$ cat config.mk
export PLATFORM = sky130hd
export DESIGN_NAME = annexb_nal_unit_splitter
export DESIGN_NICKNAME = d
export VERILOG_FILES = /design/src/design/anbs_pkg.sv /design/src/design/anbs_parser.sv /design/src/design/anbs_outq.sv /design/src/design/annexb_nal_unit_splitter.sv
export SDC_FILE = /design/constraint.sdc
export NUM_CORES = 1
export LEC_CHECK = 0
export ABC_CLOCK_PERIOD_IN_PS = 6700
export BUFFER_PORTS_ARGS = -buffer_cell sky130_fd_sc_hd__buf_2
export CELL_PAD_IN_SITES_DETAIL_PLACEMENT = 1
export CELL_PAD_IN_SITES_GLOBAL_PLACEMENT = 1
export CORE_ASPECT_RATIO = 1.1
export CORE_UTILIZATION = 30
export DETAILED_ROUTE_END_ITERATION = 7
export PLACE_DENSITY_LB_ADDON = 0.12
export SLEW_MARGIN = 20
export SYNTH_ARGS = -nofsm -noshare
export SYNTH_HDL_FRONTEND = slang
export SYNTH_SLANG_ARGS = --single-unit
$ cat constraint.sdc
create_clock -name i_clk -period 6.7 [get_ports i_clk]
set_input_delay 0 -clock i_clk [delete_from_list [all_inputs] [get_ports i_clk]]
set_output_delay 0 -clock i_clk [all_outputs]
set_load 0.02 [all_outputs]
$ cat src/design/anbs_pkg.sv
// Shared types and constants for the Annex B NAL unit splitter.
// No dependencies; imported by every module of the block.
`default_nettype none

package anbs_pkg;

    localparam int unsigned HOLD_DEPTH = 4;   // bytes held while a start code may form
    localparam int unsigned MAX_BURST  = 5;   // results one input byte can release
    localparam int unsigned OUTQ_AW_DEF = 3;  // default output queue address width

    localparam logic [31:0] SHORT_TYPES_RESET = 32'h0000_0180; // SPS and PPS
    localparam logic [7:0]  SC_ONE_BYTE  = 8'h01;
    localparam logic [7:0]  SC_ZERO_BYTE = 8'h00;
    localparam logic [1:0]  ZRUN_SHORT   = 2'd2;
    localparam logic [1:0]  ZRUN_LONG    = 2'd3;

    typedef struct packed {
        logic [7:0] nal_byte;
        logic [4:0] nal_type;
        logic       nal_first;
        logic       nal_last;
    } t_result;

    // results released by one input transaction, entry 0 first
    typedef struct packed {
        t_result [MAX_BURST-1:0] res;
        logic [2:0]              cnt;
    } t_burst;

endpackage

`default_nettype wire

$ cat src/design/anbs_parser.sv
// Start code matcher and hold buffer for the NAL unit splitter.
// Depends on anbs_pkg; produces one burst of results per input transaction.
`default_nettype none

module anbs_parser
    import anbs_pkg::*;
(
    input  wire logic        i_clk,
    input  wire logic        i_rst_n,
    input  wire logic        i_cfg_wr_en,
    input  wire logic [31:0] i_cfg_wr_data,
    input  wire logic        i_accept,
    input  wire logic [7:0]  i_byte,
    input  wire logic        i_frame_last,
    output t_burst           o_burst
);

    logic [31:0] r_short_types;
    logic [7:0]  r_held [HOLD_DEPTH];
    logic [7:0]  n_held [HOLD_DEPTH];
    logic [2:0]  r_held_cnt,   n_held_cnt;
    logic [1:0]  r_zero_run,   n_zero_run;
    logic        r_inside,     n_inside;
    logic [4:0]  r_region_type, n_region_type;
    logic        r_at_start,   n_at_start;
    logic        r_first_pend, n_first_pend;

    logic [4:0]  rt_eff;
    logic        short_ok;
    logic        is_start;
    logic        is_zero;
    logic [2:0]  keep_cnt;
    logic [2:0]  emit_cnt;
    t_burst      burst;

    always_comb begin
        rt_eff   = r_at_start ? i_byte[4:0] : r_region_type;
        short_ok = r_short_types[rt_eff];
        is_start = !i_frame_last && (i_byte == SC_ONE_BYTE) && (r_zero_run >= ZRUN_SHORT)
                   && ((r_zero_run == ZRUN_LONG) || short_ok);
        is_zero  = !i_frame_last && (i_byte == SC_ZERO_BYTE);
        // data bytes left once the code's zeros are dropped
        keep_cnt = (r_held_cnt >= {1'b0, r_zero_run}) ? r_held_cnt - {1'b0, r_zero_run}
                                                      : 3'd0;
    end

    // result list
    always_comb begin
        for (int j = 0; j < int'(HOLD_DEPTH); j++) begin
            burst.res[j].nal_byte = r_held[j];
        end
        burst.res[MAX_BURST-1].nal_byte = i_byte;
        for (int j = 0; j < int'(MAX_BURST); j++) begin
            burst.res[j].nal_type  = rt_eff;
            burst.res[j].nal_first = 1'b0;
            burst.res[j].nal_last  = 1'b0;
        end
        burst.res[0].nal_first = r_first_pend;

        if (is_start) begin
            emit_cnt = keep_cnt;
            for (int j = 0; j < int'(MAX_BURST); j++) begin
                burst.res[j].nal_last = (3'(j) == keep_cnt - 3'd1);
            end
        end else if (is_zero) begin
            // hold buffer full: oldest byte spills as data
            emit_cnt = (r_held_cnt == 3'(HOLD_DEPTH)) ? 3'd1 : 3'd0;
        end else begin
            emit_cnt = r_held_cnt + {2'b00, i_frame_last};
            burst.res[r_held_cnt].nal_byte = i_byte;
            burst.res[r_held_cnt].nal_last = i_frame_last;
        end

        burst.cnt = (r_inside && i_accept) ? emit_cnt : 3'd0;
    end

    assign o_burst = burst;

    // next state
    always_comb begin
        n_held        = r_held;
        n_held_cnt    = r_held_cnt;
        n_zero_run    = r_zero_run;
        n_inside      = r_inside;
        n_region_type = rt_eff;
        n_at_start    = 1'b0;
        n_first_pend  = r_first_pend && (burst.cnt == 3'd0);

        if (is_start) begin
            n_held_cnt   = 3'd0;
            n_zero_run   = 2'd0;
            n_inside     = 1'b1;
            n_at_start   = 1'b1;
            n_first_pend = 1'b1;
        end else if (is_zero) begin
            if (r_held_cnt == 3'(HOLD_DEPTH)) begin
                for (int j = 0; j < int'(HOLD_DEPTH) - 1; j++) begin
                    n_held[j] = r_held[j+1];
                end
                n_held[HOLD_DEPTH-1] = SC_ZERO_BYTE;
            end else begin
                n_held[r_held_cnt[1:0]] = SC_ZERO_BYTE;
                n_held_cnt = r_held_cnt + 3'd1;
            end
            if (r_zero_run != ZRUN_LONG) begin
                n_zero_run = r_zero_run + 2'd1;
            end
        end else if (i_frame_last) begin
            n_held_cnt    = 3'd0;
            n_zero_run    = 2'd0;
            n_inside      = 1'b0;
            n_region_type = 5'd0;
            n_at_start    = 1'b1;
            n_first_pend  = 1'b0;
        end else begin
            n_held[0]  = i_byte;
            n_held_cnt = 3'd1;
            n_zero_run = 2'd0;
        end
    end

    always_ff @(posedge i_clk) begin
        if (!i_rst_n) begin
            r_short_types <= SHORT_TYPES_RESET;
        end else if (i_cfg_wr_en) begin
            r_short_types <= i_cfg_wr_data;
        end
    end

    always_ff @(posedge i_clk) begin
        if (!i_rst_n) begin
            r_held_cnt    <= 3'd0;
            r_zero_run    <= 2'd0;
            r_inside      <= 1'b0;
            r_region_type <= 5'd0;
            r_at_start    <= 1'b1;
            r_first_pend  <= 1'b0;
        end else if (i_accept) begin
            r_held_cnt    <= n_held_cnt;
            r_zero_run    <= n_zero_run;
            r_inside      <= n_inside;
            r_region_type <= n_region_type;
            r_at_start    <= n_at_start;
            r_first_pend  <= n_first_pend;
        end
    end

    always_ff @(posedge i_clk) begin
        if (i_accept) begin
            r_held <= n_held;
        end
    end

    a_held_bound: assert property (@(posedge i_clk) disable iff (!i_rst_n)
        r_held_cnt <= 3'(HOLD_DEPTH))
        else $error("hold count above buffer depth");

    a_zrun_in_held: assert property (@(posedge i_clk) disable iff (!i_rst_n)
        {1'b0, r_zero_run} <= r_held_cnt)
        else $error("zero run longer than held bytes");

    a_frame_end_clears: assert property (@(posedge i_clk) disable iff (!i_rst_n)
        (i_accept && i_frame_last) |=> (r_held_cnt == 3'd0 && !r_inside && r_at_start))
        else $error("frame end did not restart parser");

endmodule

`default_nettype wire

$ cat src/design/anbs_outq.sv
// Output queue for the NAL unit splitter: takes a burst of up to five
// results per cycle and hands them out one per transaction. Depends on anbs_pkg.
`default_nettype none

module anbs_outq
    import anbs_pkg::*;
#(
    parameter int unsigned OUTQ_AW = OUTQ_AW_DEF   // at least 3
) (
    input  wire logic       i_clk,
    input  wire logic       i_rst_n,
    input  wire t_burst     i_burst,
    output logic            o_room,
    output logic            o_valid,
    input  wire logic       i_ready,
    output t_result         o_result
);

    localparam int unsigned DEPTH = 1 << OUTQ_AW;

    t_result              r_mem [DEPTH];
    logic [OUTQ_AW-1:0]   r_wr_ptr, n_wr_ptr;
    logic [OUTQ_AW-1:0]   r_rd_ptr, n_rd_ptr;
    logic [OUTQ_AW:0]     r_count,  n_count;
    logic                 pop;

    assign o_valid  = (r_count != '0);
    assign pop      = o_valid && i_ready;
    assign o_result = r_mem[r_rd_ptr];
    // room for a full burst
    assign o_room   = (r_count <= (OUTQ_AW+1)'(DEPTH - MAX_BURST));

    always_comb begin
        n_wr_ptr = r_wr_ptr + OUTQ_AW'(i_burst.cnt);
        n_rd_ptr = r_rd_ptr + OUTQ_AW'(pop);
        n_count  = r_count + (OUTQ_AW+1)'(i_burst.cnt) - (OUTQ_AW+1)'(pop);
    end

    always_ff @(posedge i_clk) begin
        if (!i_rst_n) begin
            r_wr_ptr <= '0;
            r_rd_ptr <= '0;
            r_count  <= '0;
        end else begin
            r_wr_ptr <= n_wr_ptr;
            r_rd_ptr <= n_rd_ptr;
            r_count  <= n_count;
        end
    end

    always_ff @(posedge i_clk) begin
        for (int j = 0; j < int'(MAX_BURST); j++) begin
            if (3'(j) < i_burst.cnt) begin
                r_mem[r_wr_ptr + OUTQ_AW'(j)] <= i_burst.res[j];
            end
        end
    end

    a_no_overflow: assert property (@(posedge i_clk) disable iff (!i_rst_n)
        r_count <= (OUTQ_AW+1)'(DEPTH))
        else $error("output queue overflow");

    a_ptr_gap: assert property (@(posedge i_clk) disable iff (!i_rst_n)
        (r_wr_ptr - r_rd_ptr) == r_count[OUTQ_AW-1:0])
        else $error("queue pointers disagree with count");

endmodule

`default_nettype wire

$ cat src/design/annexb_nal_unit_splitter.sv
// Top level of the Annex B NAL unit splitter: parser plus output queue.
// Depends on anbs_pkg, anbs_parser and anbs_outq.
//
//  channel   dir  payload                                   handshake
//  s_axis    in   tdata[7:0]=byte_in, tlast=frame_last      tvalid/tready
//  m_axis    out  tdata[7:0]=nal_byte, tuser[4:0]=nal_type,  tvalid/tready
//                 tuser[5]=nal_first, tlast=nal_last
//  cfg       in   i_cfg_wr_data = short_code_types           i_cfg_wr_en
//
// One input byte is taken per ready cycle; its results land in the output queue
// on the same edge and are shown from the next cycle, one per ready cycle.
// s_axis_tready follows queue room for a full burst of five results, so the
// queue depth (1 << OUTQ_AW) sets how far input runs ahead of a stalled output.
// Reset (synchronous, i_rst_n low) empties the queue, restores the short code
// mask to SPS/PPS and returns the parser to before the first start code.
`default_nettype none

module annexb_nal_unit_splitter
    import anbs_pkg::*;
#(
    parameter int unsigned OUTQ_AW = OUTQ_AW_DEF
) (
    input  wire logic        i_clk,
    input  wire logic        i_rst_n,
    // configuration
    input  wire logic        i_cfg_wr_en,
    input  wire logic [31:0] i_cfg_wr_data,
    // byte stream in
    input  wire logic        s_axis_tvalid,
    output logic             s_axis_tready,
    input  wire logic [7:0]  s_axis_tdata,   // [7:0] byte_in
    input  wire logic        s_axis_tlast,   // frame_last
    // NAL unit bytes out
    output logic             m_axis_tvalid,
    input  wire logic        m_axis_tready,
    output logic [7:0]       m_axis_tdata,   // [7:0] nal_byte
    output logic [5:0]       m_axis_tuser,   // [4:0] nal_type, [5] nal_first
    output logic             m_axis_tlast    // nal_last
);

    logic    s_accept;
    logic    q_room;
    t_burst  burst;
    t_result q_head;

    assign s_axis_tready = q_room;
    assign s_accept      = s_axis_tvalid && q_room;

    // start code matching, hold buffer, unit marks
    anbs_parser u_parser (
        .i_clk         (i_clk),
        .i_rst_n       (i_rst_n),
        .i_cfg_wr_en   (i_cfg_wr_en),
        .i_cfg_wr_data (i_cfg_wr_data),
        .i_accept      (s_accept),
        .i_byte        (s_axis_tdata),
        .i_frame_last  (s_axis_tlast),
        .o_burst       (burst)
    );

    // absorbs bursts at frame end and after zero runs
    anbs_outq #(
        .OUTQ_AW (OUTQ_AW)
    ) u_outq (
        .i_clk    (i_clk),
        .i_rst_n  (i_rst_n),
        .i_burst  (burst),
        .o_room   (q_room),
        .o_valid  (m_axis_tvalid),
        .i_ready  (m_axis_tready),
        .o_result (q_head)
    );

    assign m_axis_tdata = q_head.nal_byte;
    assign m_axis_tuser = {q_head.nal_first, q_head.nal_type};
    assign m_axis_tlast = q_head.nal_last;

endmodule

`default_nettype wire
==> results of run 1 <==
==> stage by stage <==
stage	hold slack, ns	instances	util [%]	area, µm²
final	0.00271	1839	35.0	14800
after global placement	0.219	1761	32.4	13700
after floorplan	0.128	1193	-	12900
after CTS	0.00357	1839	35.0	14800
after global routing	0.0584	1839	35.0	14800
after detailed placement	0.227	1761	32.4	13800
==> state kept, by name (all words and copies together), names as in the netlist <==
register	flops
u_outq.r_mem	120
u_parser.r_zero_run	2
u_outq.r_wr_ptr	3
u_outq.r_rd_ptr	3
u_parser.r_region_type	5
u_parser.r_short_types	32
u_parser.r_first_pend	1
u_parser.r_held	32
u_parser.r_held_cnt	3
u_outq.r_count	4
u_parser.r_at_start	1
u_parser.r_inside	1
==> per-layer routing <==
metal  up-vias  global-route usage (%)  share of wire [%]
met4         2                    6.74                2.7
met1      5206                    30.2                 46
met2       286                    36.3                 47
li1       4737                       -                  -
met3        74                    2.54                4.6
met5         -                       0              0.025
==> worst register-to-register path: stages, from the launching register on <==
cell       delay, ns
dfxtp_1         0.84
mux2i_2         0.87
mux2i_1         0.31
a22oi_1         0.10
a2111oi_1       0.61
nor4_2          0.12
buf_4           0.22
and3_4          0.21
o21ai_1         0.83
and3_1          0.61
o211ai_1        0.16
buf_4           0.26
==> cell families after synthesis <==
group | after synthesis
xor+xnor | 11
fa+ha+maj | 24
compound gates | 340
buf+inv | 128
flops | 207
simple gates | 326
mux | 157
==> report_power, final <==
part | total, W | switching (W) | leakage (nW) | internal [W]
combinational | 0.000883 | 0.000501 | 3.17 | 0.000382
sequential | 0.00148 | 0.0000419 | 1.75 | 0.00143
clock | 0.00126 | 0.000564 | 0.372 | 0.000693
==> worst paths after layout <==
| path | start | to |
|---|---|---|
| max reg2reg | u_parser.r_at_start | u_outq.r_mem[7][11] |
| min reg2reg | u_parser.r_short_types[8] | u_parser.r_short_types[8] |
| min | i_rst_n | u_parser.r_short_types[8] |
| max | u_parser.r_at_start | u_outq.r_mem[7][11] |
==> area by class of cell <==
class | count | area [µm²]
clock inverter | 15 | 98.8
sequential | 207 | 5670
multi-input combinational | 858 | 6680
inverter | 31 | 116
tap | 567 | 709
clock buffer | 30 | 644
fill | 4682 | 27600
timing repair buffer | 131 | 911
==> layout by cell type, fill, tap and decap left out, drive strengths merged, types with 47 or more instances in the layout <==
cell type,n
nand2,68
edfxtp,152
o22ai,64
a211oi,61
nor2,80
buf,98
nor2b,57
mux2i,109
a21oi,47
dfxtp,55
==> results.md, run 1 <==
- CTS tree: yes
- Core box area: 42,400 µm²
- CTS clock-pin slew for the worst setup and hold paths: 0.07 ns
- Main synth FF type: edfxtp_1
- Largest delay share family, worst path: compound AO/OA/AOI/OAI gates
- Worst Tran Pin Value: 1.30 ns
- Vias in the first global route: 10.7k
- Synthesized area: 12,900 µm²
- Total track usage: 22.1%
- Slew HR: 12.7%
- Drt total wl: 47,600 µm
- Detailed Place HPWL: 33,900 µm
- CP Data Arrival Time: 5.68 ns
- Pre-Repair DR Iteration Count: 5
- DRT iter0 DRCs: 775
- Share of the synthesized area in the top cell type: 35.3%
- Most common cell in the netlist: edfxtp_1
- Htree depth: 1
- Post-cts sizing count: 0
- Endpoints failing hold: 0
- Count of cell types in the netlist: 73
- Post-Route Skew: 0.0197 ns
- Port Buffers: 62
- Synth warnings: 0
- # DRC: 0
- Leak: 5.29 nW
- Pins Over Slew Limit: 0
- Largest net degree at the start of global routing: 56
- Post-synthesis compound-gate area fraction: 19.6%
- Sequential area share after synthesis: 43.9%
- Grt ovf: 0
- CTS Buf Count: 25
- Worst VDD drop: 0.131 mV
- Worst Setup End Kind: flip-flop
- Mapped Cells: 1,193
- Post-CTS setup buffer count: 0
- Initial antenna violation count: 1
- FF-to-FF setup slack: 1.30 ns
- CP Depth: 11
- Starting density of the core: 30.5%
- Root buffer cell: clkbuf_16
- Post-synthesis adder-cell area fraction: 2.50%
- Synth area leader: edfxtp_1
- Hold path depth: 2
- Routability cong.: 0.896
- Largest family of logic cells by synthesized area: compound AO/OA/AOI/OAI gates
- Post-synth EDFFs: 152
- # nets final: 1,324
- Setup CP Type: reg2reg
- Die area: 43,900 µm²
- N_diodes: 0
- Max Clk Rate: 0.185 GHz
- Startpoint Class: flip-flop
- Setup TNS Final: 0 ns
- WL/cell: 25.9 µm
- Post-route antenna net violation count: 0
- Status: complete, no violations
- Die Wd: 200 µm
- First-pass GRT wire length: 71,100 µm
- CP max-delay cell: mux2i_2
- Worst hold-check path type: in2reg
- Syn_area_per_cell: 10.8 µm²
- Syn_nets: 1,263
- Post-Place Setup Slack: 1.37 ns
- CP bufs+invs: 2
- Final min period: 5.40 ns
- XOR/XNOR share of the synthesized area: 0.746%
- Max Cap Viol: 0
- Pwr Density: 244 nW/µm²
- Area delta synth->final: 14.8%
- Longest Clk Path Bufs: 3
- I/O Pins: 63
- Worst Path Max Fanout: 21
- Layout cells sized above 1: 18.2%
- FF+latch count, synth: 207
- Synth top cells by count: edfxtp_1 (152), mux2i_1 (107), nor2_1 (78)
- Simple-gate share of the synthesized area: 13.2%
- Std-Cell Rows: 79
- Die height: 220 µm
- Total power: 0.00362 W
- Setup violations, final: 0
- Post-CTS Hold Buffers: 33
- Total clock sinks: 207
- Unrepaired setup endpoints after global routing: no
- Most frequent cell on the critical path: buf_4
- Post-synthesis mux area share: 15.4%
- Max incr delay on CP: 0.86 ns
- Vias per cell: 5.60
- Top cells by area, synth: edfxtp_1 (35%), dfxtp_1 (8.5%), mux2i_1 (8.3%)
- Reg2Reg Depth: 11
- Period utilisation layout: 80.6%
- Final setup margin: 1.30 ns
- Worst-Skew Late Latency: 0.56 ns
- Crit path cell chain: mux2i_2, mux2i_1, a22oi_1, a2111oi_1, nor4_2, buf_4, and3_4, o21ai_1, and3_1, o211ai_1, buf_4
- CP Data Required Time: 6.98 ns
- Async SR Flop Fraction: 0%
- DR vias: 10.3k
Note: power is estimated with default switching activity, not from simulation.
==> run 2: changes to the inputs <==
Settings changed: ABC_CLOCK_PERIOD_IN_PS 6700 to 5630.
Clock period 6.7 ns to 5.63 ns, I/O delays scaled along.
==> run 2 against run 1 <==
Sequential power increased by 18%. Critical endpoint is now u_outq.r_count[3]. Combinational power increased by 20%. Routed wire length decreased by 0.79%. Utilization increased by 0.53 points. Hold slack improved by 0.0053 ns.
==> results.md, run 2 (synthesized netlist as in run 1, its figures left out) <==
- CP max-delay cell: a2111oi_1
- Largest regs: u_outq.r_mem (120), u_parser.r_held (32), u_parser.r_short_types (32)
- Pwr Density: 296 nW/µm² (+21%)
- Setup violations, final: 0 (unchanged)
- Post-cts sizing count: 0 (unchanged)
- Die height: 220 µm (unchanged)
- Core box area: 42,400 µm² (unchanged)
- P_int: 0.00314 W (+25%)
- DRT iter0 DRCs: 646 (-17%)
- Worst Setup End Kind: flip-flop
- Worst Tran Pin Value: 1.14 ns (-0.158 ns)
- Starting density of the core: 30.5% (unchanged)
- Number of fill cells: 4,644 (-0.81%)
- First-pass GRT wire length: 72,400 µm (+1.9%)
- Core Util, Final: 35.5% (+0.53 points)
- Drt total wl: 47,200 µm (-0.79%)
- Sw Pwr: 0.00132 W (+19%)
- Setup crit end: u_outq.r_count[3]
- CP Data Required Time: 6.06 ns (-0.92 ns)
- Detailed Place HPWL: 33,600 µm (-0.77%)
- Grt ovf: 0 (unchanged)
- CP Data Arrival Time: 5.10 ns (-0.58 ns)
- Layout cells sized above 1: 19.5% (+1.4 points)
- Period utilisation layout: 82.9% (+2.3 points)
- Routability cong.: 0.870 (-2.9%)
- CP startpoint: u_parser.r_at_start
- Worst Path Max Fanout: 11 (-48%)
- Setup TNS Final: 0 ns (unchanged)
- Crit Reg-Reg Startpoint: u_parser.r_at_start
- Leak: 5.41 nW (+2.1%)
- Pins Over Slew Limit: 0 (unchanged)
- Post-CTS setup buffer count: 0 (unchanged)
- Post-route antenna net violation count: 0 (unchanged)
- Setup CP Type: reg2reg
- Reg2Reg Depth: 17 (+6)
- Worst VDD drop: 0.190 mV (+46%)
- Footprint of the multi-input gates: 6680 µm² (unchanged)
- Max incr delay on CP: 0.72 ns (-0.14 ns)
- Final min period: 4.67 ns (-0.731 ns)
- Clock Power Share: 37.2% (+2.4 points)
- CP Depth: 17 (+6)
- Max Cap Viol: 0 (unchanged)
- Vias per cell: 5.59 (-0.31%)
- Largest net degree at the start of global routing: 56 (unchanged)
- Largest delay share family, worst path: compound AO/OA/AOI/OAI gates
- Startpoint Class: flip-flop
- Sequential Area: 5670 µm² (unchanged)
- Pre-Repair DR Iteration Count: 5 (unchanged)
- Total track usage: 22.0% (about the same)
- CTS Buf Count: 26 (+4.0%)
- Area delta synth->final: 16.5%
- Hold WS: 0.00797 ns (+0.00526 ns)
- Slew HR: 23.7% (+11 points)
- N_diodes: 0 (unchanged)
- Post-Route Skew: 0.0110 ns (-0.00876 ns)
- Endpoints failing hold: 0 (unchanged)
- Net Sw Frac: 29.6% (-1.0 points)
- Total clock sinks: 207 (unchanged)
- Vias in the first global route: 10.9k (+2.3%)
- Total power: 0.00445 W (+23%)
- Largest register FFs: 120 (unchanged)
- Register with the most flip-flops: u_outq.r_mem
- Htree depth: 1 (unchanged)
- Port Buffers: 62 (unchanged)
- Root buffer cell: clkbuf_16
- # nets final: 1,341 (+1.3%)
- # DRC: 0 (unchanged)
- FF-to-FF setup slack: 0.96 ns (-0.34 ns)
- Combinational power share: 23.7% (-0.7 points)
- Die Wd: 200 µm (unchanged)
- CP bufs+invs: 2 (unchanged)
- WL/cell: 25.4 µm (-1.8%)
- Initial antenna violation count: 1 (unchanged)
- Commonest non-fill, non-tap cell in the layout: edfxtp_1
- Crit path cell chain: mux2i_2, mux2i_1, a22oi_1, a2111oi_1, nor4_2, buf_4, nand2_1, nand3_1, o21ai_0, nand2_1, ha_1, inv_1, ha_1, a21o_1, a21oi_1, xnor2_1, and2_1
- Most frequent cells in the layout: edfxtp_1 (152), mux2i_1 (107), nor2_1 (77)
- CTS clock-pin slew for the worst setup and hold paths: 0.06 ns (about the same)
- CTS tree: yes
- Longest Clk Path Bufs: 3 (unchanged)
- Unrepaired setup endpoints after global routing: no
- Worst-Skew Late Latency: 0.54 ns (-0.02 ns)
- FF-to-FF End: u_outq.r_count[3]
- Sequential power share: 39.1% (-1.7 points)
- DR vias: 10.4k (+0.72%)
- Std-Cell Rows: 79 (unchanged)
- Die area: 43,900 µm² (unchanged)
- I/O Pins: 63 (unchanged)
- Max Clk Rate: 0.214 GHz (+16%)
- Status: complete, no violations
- Worst hold-check path type: in2reg
[run 2: changes by cell type in the layout (fill, tap and decap cells not counted), moves of 2 or more]
cell,change
clkbuf_16,+2
clkinvlp_4,+2
clkinv_2,-2
inv_6,+2
clkbuf_1,-3
buf_4,+16
bufinv_16,+2
[run 2: power groups by stage]
stage	clock network (W)	logic, W	registers [W]
final	0.00166	0.00106	0.00174
after floorplan	0	0.000749	0.00176
after detailed placement	0	0.00105	0.00177
after CTS	0.00171	0.00108	0.00174
after global routing	0.00176	0.00116	0.00175
after global placement	0	0.00105	0.00177
[run 2: how the worst min path moves through the flow]
stage	from	slack, ns	cells after the start	endpoint
2_1_floorplan	i_cfg_wr_data[7]	0.13	2	u_parser.r_short_types[7]
3_3_place_gp	i_cfg_wr_data[7]	0.22	3	u_parser.r_short_types[7]
3_5_place_dp	i_cfg_wr_data[7]	0.24	3	u_parser.r_short_types[7]
4_1_cts	s_axis_tdata[5]	0.0001	3	u_outq.r_mem[3][12]
5_1_grt	s_axis_tdata[6]	0.04	2	u_parser.r_held[30]
6_report	i_rst_n	0.008	2	u_parser.r_short_types[8]
[run 2: area by class of cell]
type	count	area share, %
multi-input combinational	858	44.4
sequential	207	37.7
timing repair buffer	147	6.85
tap	567	4.71
clock buffer	29	4.54
clock inverter	19	1.08
inverter	31	0.773
[run 2: metrics by stage]
step           worst slack, ns  cell area (µm²)  std cells
4_1_cts                  0.901            15000       1858
5_1_grt                  0.624            15000       1858
3_3_place_gp              1.07            13900       1777
2_1_floorplan             1.36            12900       1193
3_5_place_dp             0.930            13900       1777
6_report                 0.963            15000       1858
[run 2: worst reg2reg max path, delay by kind of cell (launching register included)]
family / cells / cell delay, ns
and+or+nand+nor: 5 / 0.86
muxes: 2 / 1.00
xor gates and xnor gates: 1 / 0.09
AOI/OAI and AO/OA: 5 / 1.35
buffers and inverters: 2 / 0.28
adders and majority gates: 2 / 0.62
DFF: 1 / 0.35
[run 2: routing by layer]
metal	vias up	global-route usage [%]	share of wire, %
met2	271	35.6	46
met4	0	6.74	2.6
met3	74	2.36	4.1
met5	-	0	0
met1	5254	30.8	47
li1	4780	-	-
[run 2: timing repair]
item / 4_1_cts / 5_1_grt
hold endpoints to repair: 33 / 0
setup endpoints to repair: 0 / 0
hold buffers: 33 / 0
